`config.mk`:
```
export PLATFORM = sky130hd
export DESIGN_NAME = qpht_ctrl
export DESIGN_NICKNAME = d
export VERILOG_FILES = /design/src/rtl/core/qpht_pkg.sv /design/src/rtl/core/qpht_ctrl.sv
export SDC_FILE = /design/constraint.sdc
export NUM_CORES = 1
export LEC_CHECK = 0
export ABC_CLOCK_PERIOD_IN_PS = 4950
export BUFFER_PORTS_ARGS = -buffer_cell sky130_fd_sc_hd__buf_4
export CELL_PAD_IN_SITES_DETAIL_PLACEMENT = 1
export CELL_PAD_IN_SITES_GLOBAL_PLACEMENT = 1
export CORE_ASPECT_RATIO = 1.5
export CORE_MARGIN = 5
export CORE_UTILIZATION = 35
export CTS_BUF_LIST = sky130_fd_sc_hd__clkbuf_2
export CTS_CLUSTER_SIZE = 12
export DETAILED_ROUTE_END_ITERATION = 12
export MAX_ROUTING_LAYER = met4
export PLACE_DENSITY_LB_ADDON = 0.1
export SLEW_MARGIN = 20
export SYNTH_ARGS = -nofsm -noshare
export SYNTH_HDL_FRONTEND = slang
export SYNTH_SLANG_ARGS = --single-unit
```
`constraint.sdc`:
```
create_clock -name clk -period 4.95 [get_ports clk]
set_clock_uncertainty 0.15 [all_clocks]
set_input_delay 0.2475 -clock clk [delete_from_list [all_inputs] [get_ports clk]]
set_output_delay 0.2475 -clock clk [all_outputs]
set_load 0.01 [all_outputs]
```
`src/rtl/core/qpht_pkg.sv`:
```
// Shared types, constants and codes for the quadratic probe hash table.
package qpht_pkg;

  localparam int TABLE_SLOTS = 1024;
  localparam int KEY_BITS    = 64;
  localparam int VALUE_BITS  = 64;
  localparam int IDX_BITS    = $clog2(TABLE_SLOTS);
  localparam int CNT_BITS    = 11;
  localparam int HASH_BITS   = 32;

  // Slot marks
  localparam logic [1:0] MARK_EMPTY = 2'd0;
  localparam logic [1:0] MARK_FULL  = 2'd1;
  localparam logic [1:0] MARK_TOMB  = 2'd2;

  // Operations
  localparam logic [1:0] OP_INSERT = 2'd0;
  localparam logic [1:0] OP_GET    = 2'd1;
  localparam logic [1:0] OP_REMOVE = 2'd2;
  localparam logic [1:0] OP_SCAN   = 2'd3;

  // Result status
  localparam logic [1:0] ST_OK        = 2'd0;
  localparam logic [1:0] ST_NOT_FOUND = 2'd1;
  localparam logic [1:0] ST_SCAN_END  = 2'd2;
  localparam logic [1:0] ST_FULL      = 2'd3;

  // Register indexes
  localparam logic REG_SLOTS = 1'b0;
  localparam logic REG_MAX   = 1'b1;

  // Controller to datapath commands
  typedef struct packed {
    logic load;       // capture input transaction
    logic mod_start;  // start hash reduction
    logic mod_step;   // one restoring-division step
    logic rd_issue;   // issue a memory read at current index
    logic advance;    // move to next probe / scan slot
    logic clr_wr;     // clearing pass write
    logic clr_inc;
    logic commit;     // perform table write for the operation
    logic res_load;   // capture result into output register
    logic [1:0] res_status;
    logic res_hit;
  } qpht_cmd_t;

  // Datapath to controller status
  typedef struct packed {
    logic [1:0] op;
    logic       mod_done;
    logic       mark_empty;
    logic       mark_full;
    logic       key_match;
    logic       probes_done;   // probe count reached size
    logic       scan_end;      // scan index at or past size
    logic       have_free;     // a free slot was seen on path
    logic       over_limit;    // live_count + 1 > max_entries
    logic       clr_done;
  } qpht_stat_t;

endpackage

```
`src/rtl/core/qpht_ctrl.sv`:
```
// Controller state machine: clearing pass, hash reduction, probe and scan loops, output handshake.
module qpht_ctrl (
  input  logic                  clk,
  input  logic                  rst,
  input  logic                  in_valid,
  output logic                  in_stall,
  output logic                  out_valid,
  input  logic                  out_stall,
  output qpht_pkg::qpht_cmd_t   cmd,
  input  qpht_pkg::qpht_stat_t  stat
);

  typedef enum logic [7:0] {
    S_CLEAR = 8'b0000_0001,
    S_IDLE  = 8'b0000_0010,
    S_MOD   = 8'b0000_0100,
    S_READ  = 8'b0000_1000,
    S_WAIT  = 8'b0001_0000,
    S_EVAL  = 8'b0010_0000,
    S_FREE  = 8'b0100_0000,
    S_HOLD  = 8'b1000_0000
  } state_t;

  state_t state, state_next;
  logic   out_valid_next;

  // S_FREE revisits the probe path for insert after a miss
  logic second_pass, second_pass_next;

  always_comb begin
    cmd = '0;
    state_next = state;
    out_valid_next = out_valid && out_stall;
    second_pass_next = second_pass;
    in_stall = 1'b1;
    unique case (state)
      S_CLEAR: begin
        cmd.clr_wr  = 1'b1;
        cmd.clr_inc = 1'b1;
        if (stat.clr_done) state_next = S_IDLE;
      end
      S_IDLE: begin
        in_stall = out_valid && out_stall;
        if (in_valid && !in_stall) begin
          cmd.load   = 1'b1;
          cmd.mod_start = 1'b1;
          second_pass_next = 1'b0;
          state_next = S_MOD;
        end
      end
      S_MOD: begin
        if (stat.op == qpht_pkg::OP_SCAN) begin
          state_next = S_READ;
        end else if (stat.mod_done) begin
          state_next = S_READ;
        end else begin
          cmd.mod_step = 1'b1;
        end
      end
      S_READ: begin
        // read address is current index, data valid next cycle
        cmd.rd_issue = 1'b1;
        if (stat.op == qpht_pkg::OP_SCAN ? stat.scan_end : stat.probes_done) begin
          state_next = S_HOLD;
          if (stat.op == qpht_pkg::OP_SCAN) begin
            cmd.res_load = 1'b1;
            cmd.res_status = qpht_pkg::ST_SCAN_END;
          end else if (stat.op == qpht_pkg::OP_INSERT && !second_pass) begin
            state_next = S_FREE;
          end else if (stat.op == qpht_pkg::OP_INSERT) begin
            cmd.res_load = 1'b1;
            cmd.res_status = qpht_pkg::ST_FULL;
          end else begin
            cmd.res_load = 1'b1;
            cmd.res_status = qpht_pkg::ST_NOT_FOUND;
          end
        end else begin
          state_next = S_WAIT;
        end
      end
      S_WAIT: state_next = S_EVAL;
      S_EVAL: begin
        state_next = S_READ;
        if (stat.op == qpht_pkg::OP_SCAN) begin
          if (stat.mark_full) begin
            cmd.res_load = 1'b1;
            cmd.res_status = qpht_pkg::ST_OK;
            state_next = S_HOLD;
          end else begin
            cmd.advance = 1'b1;
          end
        end else if (second_pass) begin
          // looking for first non-full slot
          if (!stat.mark_full) begin
            cmd.advance = 1'b1;   // latches free index
            state_next = S_FREE;
          end else begin
            cmd.advance = 1'b1;
          end
        end else if (stat.mark_empty) begin
          if (stat.op == qpht_pkg::OP_INSERT) begin
            state_next = S_FREE;
          end else begin
            cmd.res_load = 1'b1;
            cmd.res_status = qpht_pkg::ST_NOT_FOUND;
            state_next = S_HOLD;
          end
        end else if (stat.mark_full && stat.key_match) begin
          cmd.res_load = 1'b1;
          cmd.res_status = qpht_pkg::ST_OK;
          cmd.res_hit = 1'b1;
          if (stat.op != qpht_pkg::OP_GET) cmd.commit = 1'b1;
          state_next = S_HOLD;
        end else begin
          cmd.advance = 1'b1;
        end
      end
      S_FREE: begin
        // insert miss: full past max_entries, else re-probe to the first free slot and commit there
        if (!second_pass) begin
          if (stat.over_limit) begin
            cmd.res_load = 1'b1;
            cmd.res_status = qpht_pkg::ST_FULL;
            state_next = S_HOLD;
          end else begin
            second_pass_next = 1'b1;
            cmd.mod_start = 1'b1;
            state_next = S_MOD;
          end
        end else begin
          cmd.commit = 1'b1;
          cmd.res_load = 1'b1;
          cmd.res_status = qpht_pkg::ST_OK;
          state_next = S_HOLD;
        end
      end
      S_HOLD: begin
        out_valid_next = 1'b1;
        state_next = S_IDLE;
      end
      default: state_next = S_IDLE;
    endcase
  end

  always_ff @(posedge clk) begin
    if (rst) begin
      state       <= S_CLEAR;
      out_valid   <= 1'b0;
      second_pass <= 1'b0;
    end else begin
      state       <= state_next;
      out_valid   <= out_valid_next;
      second_pass <= second_pass_next;
    end
  end

  // no transaction accepted during the clearing pass
  a_no_accept_clear: assert property (@(posedge clk) disable iff (rst)
    state == S_CLEAR |-> in_stall) else $error("accept during clear");
  // a result is raised only out of the hold state
  a_valid_src: assert property (@(posedge clk) disable iff (rst)
    $rose(out_valid) |-> $past(state) == S_HOLD) else $error("stray result");
  // commit only alongside a result capture
  a_commit_res: assert property (@(posedge clk) disable iff (rst)
    cmd.commit |-> cmd.res_load) else $error("commit without result");

endmodule
```
==> results of run 1 <==
==> cell usage in the layout, fill, tap and decap left out, types with 2 or more instances in the layout <==
master    netlist  layout
nor4_1          2       2
nand3_1         3       3
nor2b_1         2       2
nor3b_1         3       3
o21ai_0         7       7
or2_2           4       4
nand4_1         2       2
nand4b_1        4       4
dfxtp_1        10      10
clkbuf_2        0       3
o211ai_1        2       2
a31oi_1         2       2
nor3_1          3       3
inv_1           8       8
buf_4           1      27
nand2_1         7       7
a21oi_1         3       3
nand2b_1        2       2
or4_1           2       2
nor4_4          2       2
nor2_1          9       9
==> stage by stage <==
step	cell area, µm²	hold WS [ns]	utilization, %	power [W]	setup WS, ns
final	1000	0.0523	48.4	0.000180	2.42
after global routing	1000	0.0379	48.4	0.000193	2.32
after CTS	1000	0.0486	48.4	0.000181	2.41
after detailed placement	986	0.324	47.5	0.000133	2.72
after global placement	986	0.324	47.5	0.000132	2.76
after floorplan	771	0.220	-	0.000113	3.04
==> worst min path at each step <==
| stage | slack, ns | from | to |
|---|---|---|---|
| final | 0.05 | stat[0] | state[0]$_SDFFE_PP1P_ |
| after global routing | 0.04 | stat[0] | state[0]$_SDFFE_PP1P_ |
| after CTS | 0.05 | stat[0] | state[0]$_SDFFE_PP1P_ |
| after detailed placement | 0.32 | stat[0] | state[0]$_SDFFE_PP1P_ |
| after global placement | 0.32 | stat[0] | state[0]$_SDFFE_PP1P_ |
| after floorplan | 0.22 | stat[0] | state[0]$_SDFFE_PP1P_ |
==> registers in the layout, summed over array words and instances, names as in the netlist <==
signal and flops:
out_valid 1, state 8, second_pass 1
==> per-layer routing <==
| layer | global-route usage (%) | part of all wire [%] | up-vias |
|---|---|---|---|
| met5 | - | 0 | - |
| li1 | - | - | 432 |
| met1 | 15.5 | 41 | 427 |
| met2 | 33.2 | 55 | 17 |
| met3 | 1.99 | 3.1 | 2 |
| met4 | 7.27 | 1.1 | 0 |
==> area by class of cell <==
class                   count  area [µm²]
fillers                   280        1070
multi-input cells          79         526
repair buffers             27         203
flip-flops and latches     10         200
inverters                   8        30.0
well taps                  22        27.5
clock buffers               3        15.0
clock inverters             1        3.75
==> where the power goes <==
group	total (W)	switching [W]	internal [W]
combinational	0.0000440	0.0000218	0.0000222
sequential	0.0000869	0.00000457	0.0000824
clock	0.0000490	0.0000314	0.0000176
==> logic make-up after synthesis <==
group / after synthesis / synth area share (%)
flops: 10 / 26.0
xor+xnor: 2 / 2.27
buf+inv: 11 / 5.84
mux: 1 / 1.30
simple gates: 49 / 40.1
compound gates: 27 / 24.5
==> worst register-to-register path: cells and delay by family, from the launching register on <==
| family | cells | cell delay (ns) |
|---|---|---|
| AOI/OAI and AO/OA | 1 | 0.12 |
| DFF | 1 | 0.42 |
| and+or+nand+nor | 3 | 1.16 |
==> results.cfg, run 1 <==
[clock_network]
htree_levels = 1
cts.clk_slew.worst_paths_ns = 0.11
cts_buffers = 3
cts.sink_count = 10
worst_skew_pair.late_latency_ns = 0.26
ctsResizeCount = 0
cts_tree = built
cts_setup_buffers = 0
clock-root-buffer = clkbuf_2
cts-hold-fix-buffers = 0
clock_path_buffers = 2

[placement]
dp_hpwl_um = 2020
gp_congestion = 0.803
dp.cells = 146
port_buffers = 27

[worst_setup_path]
cp.depth = 5
r2r_setup_slack_ns = 3.04
startpoint_type = flop
reg2reg_from = state[2]$_SDFFE_PP0P_
cp.arrival_ns = 2.13
slowest_stage = or4_1
endpoint = cmd[4]
path_buf_inv = 1
crit_chain = nor4_4, nand3_1, or4_1, o21ai_0, buf_4
critPathMaxFanout = 8
r2r_cells = 4
endpoint_kind = output pin
path_delay_family = simple AND/OR/NAND/NOR gates
critical_path_class = flop to output pin
r2r-end = state[2]$_SDFFE_PP0P_
max_stage_delay_ns = 0.55
worstPathRequired_ns = 4.55
critPathLaunch = state[6]$_SDFFE_PP0P_

[detailed_routing]
drtPass1Iterations = 4
drtIter0Drc = 8
vias_per_cell = 5.85
drc_errors = 0
wl_per_cell_um = 16.9
ant_nets = 0
vias = 878
totalWireLength_um = 2540

[grt]
track_usage_pct = 16.6
grt_pass1_vias = 955
grt_pass1_wl_um = 4170
grt_start_max_net_pins = 14
grt_remaining_overflow = 0
antenna_found_initial = 0

[worst_hold_path]
hold_class = primary input to flop
hold_depth = 2

[sta]
post-route-period-util_pct = 51.1
fin_crit_ns = 2.53
setup-violations-final = 0
worstMarginPinSlew_ns = 0.571
fmax_mhz = 395
hold_viol = 0
tns_ns = 0
rsz0062_at_grt = false
slew_headroom_pct = 61.5
slew_viol_final = 0

[synthesis]
synth_ff_type = dfxtp_1
synthTopCellsByCount = 10 x dfxtp_1, 9 x nor2_1, 8 x inv_1
seq_area_frac_synth_pct = 26.0
synth_most_common_cell = dfxtp_1
synthArstFlopShare_pct = 0
syn-num-nets = 115
syn-cell-area_um2 = 771
postSynthCellCount = 100
yosys_warnings = 0
ys_types = 42
avgSynthCellArea_um2 = 7.71
synth_top_area_share_pct = 26.0
synth_area_leader_cell = dfxtp_1
synth.area.top_cells = dfxtp_1 26%, nor4_4 5.5%, nand4b_1 4.5%, o21ai_0 4.5%, nor2_1 4.4%
synth-seq-cells = 10
synth_edf_count = 0

[die]
initial_core_util_pct = 37.1
std_cell_rows = 20
die-area_um2 = 3260
core_area_um2 = 2080
dieHeight_um = 67.5
die_w_um = 48.3
io_pins = 29

[finish]
area_growth_syn_to_layout_pct = 30.4
n_antenna_cell = 0
finalNonFillerCells = 150
drive_gt1_share_pct = 30.5
final_nets = 144

[pwr]
power_density_nw_per_um2 = 179
p_leak_nw = 0.435
vdd_drop_max_v = 0.0000714

[job]
maxCapViolCount = 0

[outcome]
status = complete, no violations
Note: power is estimated with default switching activity, not from simulation.
==> run 2, diff against run 1 <==
- ABC_AREA: default -> 1
- ABC_CLOCK_PERIOD_IN_PS: 4950 -> 2200
- CORE_UTILIZATION: 35 -> 31
- clock period: 4.95 -> 2.2 ns (I/O delays scaled with it)
==> results.cfg, run 2 <==
[finish]
largest_register_ffs = 8
multi_input_area_um2 = 579
design_area_um2 = 1140
regMostFlops = state
n_antenna_cell = 0
drive_gt1_share_pct = 32.4
final_nets = 187
reg_top3 = state x8, out_valid x1, second_pass x1
area_growth_syn_to_layout_pct = 29.2
layout_common_cells = 32 x nand2_1, 27 x buf_4, 21 x nor2_1
n_fill_cell = 386
post-route-util_pct = 42.2
ff_latch_area_um2 = 200
final_common_cell = nand2_1

[placement]
postPlaceCellArea_um2 = 1120
port_buffers = 27
gp_congestion = 0.851
dp_slack_ns = 0.683
dp_hpwl_um = 2200

[die]
io_pins = 29
die-area_um2 = 4040
initial_core_util_pct = 32.7
core_area_um2 = 2710
dieHeight_um = 75.4
die_w_um = 53.6
std_cell_rows = 23

[pwr]
intPower_w = 0.000269
clock_power_share_pct = 24.6
p_switching_w = 0.000129
power_density_nw_per_um2 = 349
power_w = 0.000398
vdd_drop_max_v = 0.000144
power.share.sequential_pct = 47.9
swShare_pct = 32.4
combPwrFrac_pct = 27.6
p_leak_nw = 0.582

[clock_network]
cts_setup_buffers = 0
cts.clk_slew.worst_paths_ns = 0.10
cts_buffers = 3
cts.sink_count = 10
cts-hold-fix-buffers = 1
cts_tree = built
clock_path_buffers = 2
clock-root-buffer = clkbuf_2
htree_levels = 1
ctsResizeCount = 0
worst_skew_pair.late_latency_ns = 0.25

[detailed_routing]
totalWireLength_um = 2490
drc_errors = 0
vias_per_cell = 4.69
drtIter0Drc = 7
drtPass1Iterations = 4
wl_per_cell_um = 12.0
ant_nets = 0
vias = 970

[sta]
post-route-period-util_pct = 80.3
setup-violations-final = 0
setup_slack_ns = 0.434
worstMarginPinSlew_ns = 0.263
rsz0062_at_grt = false
hold_viol = 0
fin_crit_ns = 1.77
slew_viol_final = 0
slew_headroom_pct = 82.5
tns_ns = 0
fmax_mhz = 566

[synthesis]
synthArstFlopShare_pct = 0
postSynthCellCount = 142
avgSynthCellArea_um2 = 6.22
syn-cell-area_um2 = 883
synth_most_common_cell = nand2_1
synthTopCellsByCount = 32 x nand2_1, 21 x nor2_1, 18 x inv_1
synth_top_area_share_pct = 22.7
syn-num-nets = 157
synth_ff_type = dfxtp_1
synth_edf_count = 0
synth_area_leader_cell = dfxtp_1
seq_area_frac_synth_pct = 22.7
synth.area.top_cells = dfxtp_1 23%, nand2_1 14%, nor2_1 8.9%, inv_1 7.6%, nor2_4 6.4%
ys_types = 23
yosys_warnings = 0
synth-seq-cells = 10

[grt]
grt_pass1_vias = 1118
antenna_found_initial = 0
grt_pass1_wl_um = 4610
track_usage_pct = 15.8
grt_start_max_net_pins = 10
grt_remaining_overflow = 0

[worst_setup_path]
worstPathRequired_ns = 1.94
r2r_cells = 8
critPathMaxFanout = 5
startpoint_type = flop
endpoint_kind = output pin
cp.arrival_ns = 1.51
r2r_setup_slack_ns = 0.79
critical_path_class = flop to output pin

[outcome]
status = complete, no violations

[worst_hold_path]
hold_class = primary input to flop
hold_depth = 4

[job]
maxCapViolCount = 0
==> run 2: area by class of cell <==
cell class,count,area share (%)
repair buffers,28,18.6
multi-input cells,106,50.8
well taps,37,4.06
clock buffers,3,1.32
inverters,23,7.68
flip-flops and latches,10,17.5
==> run 2: worst max-delay path, stage by stage, from the launching register on <==
cell and delay [ns]:
dfxtp_1 0.37, inv_1 0.07, nor2_1 0.10, nand2_1 0.14, nor2_8 0.14, inv_2 0.07, nor2_2 0.07, nand2_1 0.10
nand2_1 0.09, buf_4 0.11
==> run 2: final timing paths <==
path / to / from
hold reg to reg: out_valid$_SDFF_PP0_ / state[7]$_SDFFE_PP0P_
hold / removal: state[4]$_SDFFE_PP0P_ / stat[4]
setup / recovery: cmd[3] / state[5]$_SDFFE_PP0P_
setup reg to reg: state[7]$_SDFFE_PP0P_ / state[5]$_SDFFE_PP0P_
==> run 2: logic make-up (layout without fill, tap and decap cells) <==
logic type | Yosys count | in the layout | share of synthesized area (%)
AOI/OAI and AO/OA | 12 | 12 | 7.51
buffers and inverters | 26 | 54 | 11.8
DFF | 10 | 10 | 22.7
and+or+nand+nor | 94 | 94 | 58.1
==> run 2: metal layers <==
| layer | global-route usage (%) | up-vias | part of all wire, % |
|---|---|---|---|
| met2 | 30.8 | 19 | 61 |
| met4 | 6.82 | 0 | 1.6 |
| met5 | - | - | 0 |
| li1 | - | 506 | - |
| met3 | 1.76 | 4 | 2.2 |
| met1 | 15.0 | 441 | 35 |
==> run 2: power groups by stage <==
stage               sequential [W]   clock, W  combinational (W)
floorplan                 0.000194          0          0.0000661
detailed placement        0.000195          0           0.000109
finish                    0.000190  0.0000977           0.000110
global route              0.000191   0.000108           0.000124
global placement          0.000195          0           0.000107
CTS                       0.000191   0.000100           0.000112
==> run 2: through the flow <==
step                      hold WS (ns)  instances
after floorplan                  0.149        142
after global placement           0.197        203
after detailed placement         0.197        203
after CTS                       0.0177        207
after global routing            0.0316        207
final                           0.0244        207
==> run 3, diff against run 2 <==
- ABC_CLOCK_PERIOD_IN_PS: 2200 -> 1620
- clock period: 2.2 -> 1.62 ns (I/O delays scaled with it)
==> results.cfg, run 3 (synthesis gave the netlist of run 2 again) <==
[sta]
slew_headroom_pct = 81.1
hold_viol = 0
fmax_mhz = 590
fin_crit_ns = 1.70
worstMarginPinSlew_ns = 0.283
setup_slack_ns = -0.0755
setup-violations-final = 6
slew_viol_final = 0
post-route-period-util_pct = 105
rsz0062_at_grt = true

[worst_setup_path]
startpoint_type = flop
max_stage_delay_ns = 0.37
endpoint_kind = output pin
reg2reg_from = state[7]$_SDFFE_PP0P_
crit_path_frequent_cell = nor2_2
slowest_stage = dfxtp_4
cp.arrival_ns = 1.46
critical_path_class = flop to output pin
critPathMaxFanout = 6
crit_chain = nor2_4, buf_4, nand2_4, nor2_8, inv_2, nor2_2, nor2_2, nand2_2, buf_6
path_buf_inv = 3
worstPathRequired_ns = 1.39
path_delay_family = simple AND/OR/NAND/NOR gates
critPathLaunch = state[0]$_SDFFE_PP1P_

[clock_network]
clock-root-buffer = clkbuf_2
worst_skew_pair.late_latency_ns = 0.27
clock_path_buffers = 2
htree_levels = 1
cts.sink_count = 10
cts_buffers = 3
cts.clk_slew.worst_paths_ns = 0.11
cts_tree = built

[worst_hold_path]
min_from = stat[10]
hold_class = primary input to flop

[placement]
gp_congestion = 0.848
dp_slack_ns = 0.117
dp.cells = 203
port_buffers = 27
dp_hpwl_um = 2210

[finish]
n_antenna_cell = 0
largest_register_ffs = 8
n_fill_cell = 381
reg_top3 = state x8, out_valid x1, second_pass x1
final_common_cell = buf_4
layout_common_cells = 32 x buf_4, 26 x nand2_1, 15 x nor2_1
area_growth_syn_to_layout_pct = 55.8
drive_gt1_share_pct = 49.7
finalNonFillerCells = 222
final_nets = 201
regMostFlops = state

[die]
std_cell_rows = 23
core_area_um2 = 2710
dieHeight_um = 75.4
die-area_um2 = 4040
initial_core_util_pct = 32.7
die_w_um = 53.6
io_pins = 29

[outcome]
status = complete, but fails checks
violations = negative setup slack

[grt]
grt_pass1_vias = 1101
grt_start_max_net_pins = 10
track_usage_pct = 15.6
antenna_found_initial = 0
grt_remaining_overflow = 0
grt_pass1_wl_um = 4510

[pwr]
power.share.sequential_pct = 44.6
clock_power_share_pct = 24.5
p_switching_w = 0.000192
vdd_drop_max_v = 0.000265
power_density_nw_per_um2 = 419
p_leak_nw = 0.668
swShare_pct = 33.2
combPwrFrac_pct = 30.9
intPower_w = 0.000385

[detailed_routing]
ant_nets = 0
totalWireLength_um = 2780
drc_errors = 0
drtIter0Drc = 15
drtPass1Iterations = 4
vias = 1054
vias_per_cell = 4.75
wl_per_cell_um = 12.5

[job]
maxCapViolCount = 0
## run 3: cell types whose count changed in the layout (fill, tap and decap cells not counted), moves of 3 or more
cell,previous run,this run
inv_2,4,7
dfxtp_1,10,2
buf_6,0,5
buf_4,27,32
nor2_2,4,8
dlygate4sd3_1,1,5
nand2_2,2,6
nand2_1,32,26
inv_1,18,14
nor2_1,21,15
dfxtp_2,0,6
## run 3: metrics by stage
| step | hold WS, ns | utilization, % | power (W) | area, µm² | TNS, ns |
|---|---|---|---|---|---|
| floorplan | 0.105 | - | 0.000353 | 883 | 0 |
| global placement | 0.169 | 41.3 | 0.000410 | 1120 | 0 |
| detailed placement | 0.177 | 41.3 | 0.000414 | 1120 | 0 |
| CTS | 0.00326 | 47.4 | 0.000567 | 1280 | -0.347 |
| global route | 0.00352 | 50.9 | 0.000612 | 1380 | -1.21 |
| finish | 0.0126 | 50.9 | 0.000577 | 1380 | -0.281 |
## run 3: metal layers
layer	vias up	GRT usage, %	share of wire, %
met5	-	-	0
li1	532	-	-
met2	20	32.1	62
met3	5	1.76	2.7
met4	0	6.82	2.0
met1	497	13.3	33
## run 3: worst reg2reg max path, cell delays in order, from the launching register on
cell and delay, ns:
dfxtp_2 0.36, nor2_4 0.16, nand2_2 0.12, nor2_8 0.14, inv_4 0.06, nor2_4 0.10
nand2_2 0.08, buf_4 0.14, a21oi_2 0.11
## run 3: power groups by stage
stage	logic [W]	registers (W)	clock network, W
6_report	0.000178	0.000258	0.000141
5_1_grt	0.000196	0.000259	0.000157
4_1_cts	0.000163	0.000259	0.000145
3_5_place_dp	0.000149	0.000265	0
3_3_place_gp	0.000145	0.000264	0
2_1_floorplan	0.0000897	0.000264	0
## run 3: path summary, 6_finish.rpt
kind / endpoint / slack (ns) / cells past startpoint
max: cmd[3] / -0.08 / 9
min reg2reg: out_valid$_SDFF_PP0_ / 0.38 / 2
max reg2reg: state[7]$_SDFFE_PP0P_ / 0.14 / 8
min: state[6]$_SDFFE_PP0P_ / 0.01 / 4
## run 3: area by class of cell
cell class | count | area [µm²] | share of cell area [%]
sequential | 10 | 215 | 15.6
multi-input combinational | 106 | 659 | 47.9
timing repair buffer | 42 | 347 | 25.2
inverter | 23 | 90.1 | 6.55
tap | 37 | 46.3 | 3.36
clock inverter | 1 | 3.75 | 0.273
clock buffer | 3 | 15.0 | 1.09
## run 3: repair_timing
item	in CTS	in global routing
hold buffers	5	0
gates resized for setup	21	20
pin swaps	9	10
hold endpoints to repair	8	0
setup endpoints to repair	9	11
buffers inserted	6	4
